$ cat config.mk
export PLATFORM = sky130hd
export DESIGN_NAME = newton_inverse_sqrt_root_unit
export DESIGN_NICKNAME = d
export VERILOG_FILES = /design/src/nisr_pkg.sv /design/src/nisr_mac.sv /design/src/newton_inverse_sqrt_root_unit.sv
export SDC_FILE = /design/constraint.sdc
export NUM_CORES = 2
export LEC_CHECK = 0
export BUFFER_PORTS_ARGS = -buffer_cell sky130_fd_sc_hd__buf_2
export CORE_MARGIN = 2
export CORE_UTILIZATION = 45
export CTS_BUF_LIST = sky130_fd_sc_hd__clkbuf_4 sky130_fd_sc_hd__clkbuf_8
export DETAILED_ROUTE_END_ITERATION = 8
export PLACE_DENSITY_LB_ADDON = 0.15
export SYNTH_ARGS = -nofsm -noshare
export SYNTH_HDL_FRONTEND = slang
export SYNTH_HIERARCHICAL = 1
export SYNTH_SLANG_ARGS = --single-unit
$ cat constraint.sdc
create_clock -name clk -period 13.25 [get_ports clk]
set_clock_uncertainty 0.2 [all_clocks]
set_input_delay 1.325 -clock clk [delete_from_list [all_inputs] [get_ports clk]]
set_output_delay 1.325 -clock clk [all_outputs]
set_load 0.02 [all_outputs]
$ cat src/nisr_pkg.sv
package nisr_pkg;

  localparam int unsigned DATA_W   = 32;
  localparam int unsigned THRESH_W = 31;
  localparam int unsigned ITER_W   = 8;
  localparam int unsigned CFG_IDX_W = 8;
  localparam int unsigned ACC_W    = 72;

  localparam logic [CFG_IDX_W-1:0] CFG_INITIAL_GUESS   = 8'd0;
  localparam logic [CFG_IDX_W-1:0] CFG_ERROR_THRESHOLD = 8'd1;
  localparam logic [CFG_IDX_W-1:0] CFG_MAX_ITERATIONS  = 8'd2;

  typedef struct packed {
    logic [DATA_W-1:0] value;
    logic              last;
  } nisr_in_t;

  typedef struct packed {
    logic [DATA_W-1:0] root;
    logic              converged;
    logic [ITER_W-1:0] iterations_used;
    logic              last_out;
  } nisr_out_t;

  typedef struct packed {
    logic mul_en;
    logic acc_load;
    logic acc_add;
  } nisr_mac_ctrl_t;

endpackage

$ cat src/nisr_mac.sv
module nisr_mac (
  input  logic                        clk,
  input  nisr_pkg::nisr_mac_ctrl_t    ctrl,
  input  logic [nisr_pkg::DATA_W-1:0] op_a,
  input  logic [nisr_pkg::DATA_W-1:0] op_b,
  output logic [nisr_pkg::ACC_W-1:0]  acc
);
  import nisr_pkg::*;

  logic [2*DATA_W-1:0] mul_r;
  logic [ACC_W-1:0]    acc_r;

  // high partial product never exceeds 40 bits
  always_ff @(posedge clk) begin
    if (ctrl.mul_en) begin
      mul_r <= op_a * op_b;
    end
    if (ctrl.acc_load) begin
      acc_r <= ACC_W'(mul_r);
    end else if (ctrl.acc_add) begin
      acc_r <= acc_r + {mul_r[ACC_W-DATA_W-1:0], {DATA_W{1'b0}}};
    end
  end

  assign acc = acc_r;

endmodule

$ cat src/newton_inverse_sqrt_root_unit.sv
// an item runs the square and error products, then n newton steps, then the root product
// each product takes two passes through
//   one shared 32x32 multiplier plus accumulate and writeback, four products per step
// the input is not ready while an item is in work; a finished result waits in the
//   output register while the next item is taken
// reset (rst_n low, synchronous) clears control and loads the register defaults
module newton_inverse_sqrt_root_unit #(
  parameter int VALUE_WIDTH = 32
) (
  input  logic                           clk,
  input  logic                           rst_n,
  input  logic                           in_valid,
  output logic                           in_ready,
  input  nisr_pkg::nisr_in_t             in_data,
  output logic                           out_valid,
  input  logic                           out_ready,
  output nisr_pkg::nisr_out_t            out_data,
  input  logic                           cfg_valid,
  output logic                           cfg_ready,
  input  logic [nisr_pkg::CFG_IDX_W-1:0] cfg_index,
  input  logic [nisr_pkg::DATA_W-1:0]    cfg_data
);
  import nisr_pkg::*;

  localparam int XW = (VALUE_WIDTH < 32) ? VALUE_WIDTH : 32;
  localparam logic [35:0] ROOT_CAP = 36'((65'd1 << VALUE_WIDTH) - 65'd1);

  localparam logic [2:0] S_IDLE = 3'd0;
  localparam logic [2:0] S_MLO  = 3'd1;
  localparam logic [2:0] S_MHI  = 3'd2;
  localparam logic [2:0] S_ACC  = 3'd3;
  localparam logic [2:0] S_WB   = 3'd4;
  localparam logic [2:0] S_CHK  = 3'd5;
  localparam logic [2:0] S_NEWT = 3'd6;

  localparam logic [2:0] OP_G2   = 3'd0;
  localparam logic [2:0] OP_P    = 3'd1;
  localparam logic [2:0] OP_G3   = 3'd2;
  localparam logic [2:0] OP_XG3  = 3'd3;
  localparam logic [2:0] OP_ROOT = 3'd4;

  localparam logic [39:0] ONE_Q30 = 40'd1 << 30;

  logic [2:0]          state_r, state_nxt;
  logic [2:0]          op_r, op_nxt;
  logic [ITER_W-1:0]   steps_r, steps_nxt;
  logic                out_valid_r, out_valid_nxt;

  logic [DATA_W-1:0]   guess_cfg_r;
  logic [THRESH_W-1:0] thresh_r;
  logic [ITER_W-1:0]   max_iter_r;

  logic [XW-1:0]       x_r;
  logic [DATA_W-1:0]   g_r;
  logic [35:0]         g2_r;
  logic [39:0]         p_r;
  logic [39:0]         g3_r;
  logic [41:0]         xg3_r;
  logic                last_r;
  logic                conv_r;
  nisr_out_t           out_r;

  logic [39:0]         op_a_full;
  logic [DATA_W-1:0]   op_b;
  logic [DATA_W-1:0]   mac_a;
  logic [ACC_W-1:0]    acc;
  nisr_mac_ctrl_t      mac_ctrl;

  logic [39:0]         err;
  logic                err_ok;
  logic [41:0]         three_g;
  logic [41:0]         diff;
  logic [DATA_W-1:0]   g_newton;
  logic [35:0]         root_full;
  logic [DATA_W-1:0]   root_sat;
  logic                out_free;

  assign in_ready  = (state_r == S_IDLE);
  assign cfg_ready = 1'b1;
  assign out_valid = out_valid_r;
  assign out_data  = out_r;
  assign out_free  = !out_valid_r || out_ready;

  always_comb begin
    op_a_full = '0;
    op_b      = g_r;
    case (op_r)
      OP_G2:   begin op_a_full = 40'(g_r);  op_b = g_r;          end
      OP_P:    begin op_a_full = 40'(g2_r); op_b = DATA_W'(x_r); end
      OP_G3:   begin op_a_full = 40'(g2_r); op_b = g_r;          end
      OP_XG3:  begin op_a_full = g3_r;      op_b = DATA_W'(x_r); end
      OP_ROOT: begin op_a_full = 40'(x_r);  op_b = g_r;          end
      default: begin op_a_full = '0;        op_b = g_r;          end
    endcase
  end

  assign mac_a = (state_r == S_MHI) ? DATA_W'(op_a_full[39:32]) : op_a_full[31:0];

  assign mac_ctrl.mul_en   = (state_r == S_MLO) || (state_r == S_MHI);
  assign mac_ctrl.acc_load = (state_r == S_MHI);
  assign mac_ctrl.acc_add  = (state_r == S_ACC);

  nisr_mac u_mac (
    .clk  (clk),
    .ctrl (mac_ctrl),
    .op_a (mac_a),
    .op_b (op_b),
    .acc  (acc)
  );

  assign err    = (p_r >= ONE_Q30) ? (p_r - ONE_Q30) : (ONE_Q30 - p_r);
  assign err_ok = (err <= 40'(thresh_r));

  assign three_g = 42'(g_r) + {9'd0, g_r, 1'b0};
  assign diff    = three_g - xg3_r;
  always_comb begin
    if (xg3_r >= three_g) begin
      g_newton = '0;
    end else if (diff[41:33] != '0) begin
      g_newton = '1;
    end else begin
      g_newton = diff[32:1];
    end
  end

  assign root_full = acc[63:28];
  assign root_sat  = (root_full > ROOT_CAP) ? ROOT_CAP[31:0] : root_full[31:0];

  always_comb begin
    state_nxt     = state_r;
    op_nxt        = op_r;
    steps_nxt     = steps_r;
    out_valid_nxt = out_valid_r;
    if (out_valid_r && out_ready) begin
      out_valid_nxt = 1'b0;
    end
    case (state_r)
      S_IDLE: begin
        if (in_valid) begin
          state_nxt = S_MLO;
          op_nxt    = OP_G2;
          steps_nxt = '0;
        end
      end
      S_MLO:  state_nxt = S_MHI;
      S_MHI:  state_nxt = S_ACC;
      S_ACC:  state_nxt = S_WB;
      S_WB: begin
        case (op_r)
          OP_G2:  begin op_nxt = OP_P;   state_nxt = S_MLO; end
          OP_P:   state_nxt = S_CHK;
          OP_G3:  begin op_nxt = OP_XG3; state_nxt = S_MLO; end
          OP_XG3: state_nxt = S_NEWT;
          OP_ROOT: begin
            if (out_free) begin
              out_valid_nxt = 1'b1;
              state_nxt     = S_IDLE;
            end
          end
          default: state_nxt = S_IDLE;
        endcase
      end
      S_CHK: begin
        state_nxt = S_MLO;
        if (err_ok || steps_r >= max_iter_r) begin
          op_nxt = OP_ROOT;
        end else begin
          op_nxt = OP_G3;
        end
      end
      S_NEWT: begin
        steps_nxt = steps_r + 8'd1;
        op_nxt    = OP_G2;
        state_nxt = S_MLO;
      end
      default: state_nxt = S_IDLE;
    endcase
  end

  always_ff @(posedge clk) begin
    if (!rst_n) begin
      state_r     <= S_IDLE;
      op_r        <= OP_G2;
      steps_r     <= '0;
      out_valid_r <= 1'b0;
      guess_cfg_r <= 32'h1000_0000;
      thresh_r    <= 31'd10737;
      max_iter_r  <= 8'd64;
    end else begin
      state_r     <= state_nxt;
      op_r        <= op_nxt;
      steps_r     <= steps_nxt;
      out_valid_r <= out_valid_nxt;
      if (cfg_valid) begin
        case (cfg_index)
          CFG_INITIAL_GUESS:   guess_cfg_r <= cfg_data;
          CFG_ERROR_THRESHOLD: thresh_r    <= cfg_data[THRESH_W-1:0];
          CFG_MAX_ITERATIONS:  max_iter_r  <= cfg_data[ITER_W-1:0];
          default: ;
        endcase
      end
    end
  end

  always_ff @(posedge clk) begin
    if (in_valid && in_ready) begin
      x_r    <= in_data.value[XW-1:0];
      g_r    <= guess_cfg_r;
      last_r <= in_data.last;
    end
    if (state_r == S_WB) begin
      case (op_r)
        OP_G2:  g2_r  <= acc[63:28];
        OP_P:   p_r   <= acc[67:28];
        OP_G3:  g3_r  <= acc[67:28];
        OP_XG3: xg3_r <= acc[71:30];
        OP_ROOT: begin
          if (out_free) begin
            out_r.root            <= root_sat;
            out_r.converged       <= conv_r;
            out_r.iterations_used <= steps_r;
            out_r.last_out        <= last_r;
          end
        end
        default: ;
      endcase
    end
    if (state_r == S_CHK) begin
      conv_r <= err_ok;
    end
    if (state_r == S_NEWT) begin
      g_r <= g_newton;
    end
  end

`ifndef ASSERT_OFF
  a_accept_starts: assert property (@(posedge clk) disable iff (!rst_n)
    in_valid && in_ready |=> state_r == S_MLO && op_r == OP_G2 && steps_r == 8'd0)
    else $error("accepted beat did not start the square term");

  a_steps_capped: assert property (@(posedge clk) disable iff (!rst_n)
    state_r != S_IDLE |-> steps_r <= max_iter_r)
    else $error("newton steps ran past the cap");

  a_step_count: assert property (@(posedge clk) disable iff (!rst_n)
    state_r == S_NEWT |=> steps_r == $past(steps_r) + 8'd1 && op_r == OP_G2)
    else $error("newton update did not advance the step count");

  a_out_source: assert property (@(posedge clk) disable iff (!rst_n)
    $rose(out_valid_r) |-> $past(state_r == S_WB && op_r == OP_ROOT))
    else $error("result beat raised outside root writeback");

  a_ready_idle: assert property (@(posedge clk) disable iff (!rst_n)
    state_r == S_WB && op_r == OP_ROOT && out_free |=> in_ready && out_valid_r)
    else $error("root writeback did not hand off the result");
`endif

endmodule

==> flow_summary_export.csv <==
group,metric,value,unit
run_status,status,"finished, violations left",
run_status,violations,"design-rule violations",
grt,grt_overflow,0,
sta,slew_headroom,17.00,%
finish,drive_gt1_share,7.719,%
placed_design,gp_congestion,0.9320,
clock_tree,post_cts_buffers,0,
job,max_cap_viol_count,0,
sta,timing.final.hold_violations,0,
hold_path,hold_path_class,"flip-flop to flip-flop",
floorplan,rows,132,
floorplan,start_util,45.21,%
clock_tree,ctsResizeCount,0,
finish,fillCellCount,12286,
floorplan,die_w,364.2,um
finish,final_nets,7478,
routing,ant_nets,0,
placed_design,place_inst,7748,
worst_setup_path,startpoint_type,"flip-flop",
sta,rsz0062_at_grt,"no",
worst_setup_path,cp_slowest_stage_delay,0.72,ns
routing,routedWlPerCell,22.25,um
routing,routed_wl,175700,um
clock_tree,root_buffer,"clkbuf_8",
clock_tree,numCtsBuffers,81,
worst_setup_path,crit_buf_inv,8,
sta,worst_pin_slew,1.214,ns
placed_design,io_buffer_count,121,
routing,drc,7,
worst_setup_path,critical-path-top-delay-family,"adder cells",
worst_setup_path,crit_fanout,26,
yosys,synth_nets,7514,
worst_setup_path,cp-end-kind,"flip-flop",
sta,slew_viol_final,0,
clock_tree,cts_max_level,3,
clock_tree,clock_latency,0.71,ns
finish,layout_commonest_cell,"inv_1",
sta,setup_viol,0,
clock_tree,cts_num_sinks,460,
grt,grt_pass1_wl,271700,um
routing,routed_via_density,5.512,
grt,grtUsageTotal,27.07,%
routing,drt_iter0_markers,3728,
worst_setup_path,crit_slowest_cell,"dfxtp_1",
worst_setup_path,worstSetupPathType,"flip-flop to flip-flop",
clock_tree,clk_pin_slew,0.07,ns
finish,layout.cells.non_filler,7899,
finish,multiInputGateArea,40680,um^2
floorplan,ioPinCount,123,
routing,via_count,43536,
sta,fin_crit,10.58,ns
clock_tree,clock_path_buffers,3,
floorplan,core,129200,um^2
yosys,syn_area_per_cell,9.533,um^2
yosys,ys_warn_count,6,
grt,grt_max_degree,87,
finish,ff_latch_area,12870,um^2
floorplan,die_h,364.2,um
sta,setup_tns,0,ns
grt,grt_pass1_vias,44829,
routing,firstDrtPassIters,9,
placed_design,dpl.hpwl,133100,um
worst_setup_path,cp.required,13.49,ns
clock_tree,cts_hold_buf,0,
clock_tree,cts_tree,"done",
worst_setup_path,cp.arrival,10.82,ns
worst_setup_path,worst_path_most_repeated_cell,"fa_1",
finish,synthToLayoutAreaGrowth,7.114,%
yosys,synthesis.area,58390,um^2
floorplan,dieArea,132700,um^2
sta,period_share,79.86,%
sta,max_clock_freq,0.09451,GHz
finish,final_cell_mix,"inv_1, fa_1, nand2_1, and2_1, ha_1",
yosys,syn-instance-count,6125,
grt,antenna_found_initial,14,
## area by class of cell
type	instances	share of cell area, %
multi-input cells	4326	65.04
flip-flops and latches	460	20.58
inverters	1014	6.086
well taps	1742	3.485
clock buffers	109	2.199
repair buffers	206	1.989
clock inverters	39	0.6082
diodes	3	0.01200
## final timing paths
kind                              start               to  slack (ns)  cells after the start
worst max-delay path            op_r[0]  u_mac/mul_r[62]        2.67                     32
worst min-delay path             last_r      out_data[0]        0.27                      0
worst max register to register  op_r[0]  u_mac/mul_r[62]        2.67                     32
worst min register to register   last_r      out_data[0]        0.27                      0
## through the flow
step	area (um^2)	setup WS [ns]	hold slack, ns	utilization [%]
final	62540	2.669	0.2666	48.43
after global routing	62540	2.222	0.2613	48.42
after CTS	62540	2.820	0.2732	48.42
after detailed placement	60780	2.818	0.2412	47.06
after global placement	60780	2.976	0.2051	47.06
after floorplan	58390	4.412	0.2003	-
## state kept, by name, indices dropped and copies added, names as in the netlist
signal and cells:
g_r 32, max_iter_r 8, out_valid 1, state_r 3, x_r 32, out_data 42
u_mac/acc 44, u_mac/mul_r 64, thresh_r 31, guess_cfg_r 32, op_r 3, last_r 1
g2_r 36, g3_r 40, steps_r 8, conv_r 1, p_r 40, xg3_r 42
## per-layer routing
| layer | part of all wire (%) | vias up | wire length, um | global-route usage (%) |
|---|---|---|---|---|
| met2 | 46 | 1396 | 81080 | 43.58 |
| met1 | 45 | 22365 | 78670 | 38.75 |
| met3 | 6.2 | 267 | 10850 | 3.123 |
| met5 | 0.026 | - | 46 | 0 |
| li1 | - | 19504 | - | - |
| met4 | 2.9 | 4 | 5092 | 7.325 |
Power is not shown: default switching activity piles up to over one toggle a cycle in this logic, so the estimate is an artifact.
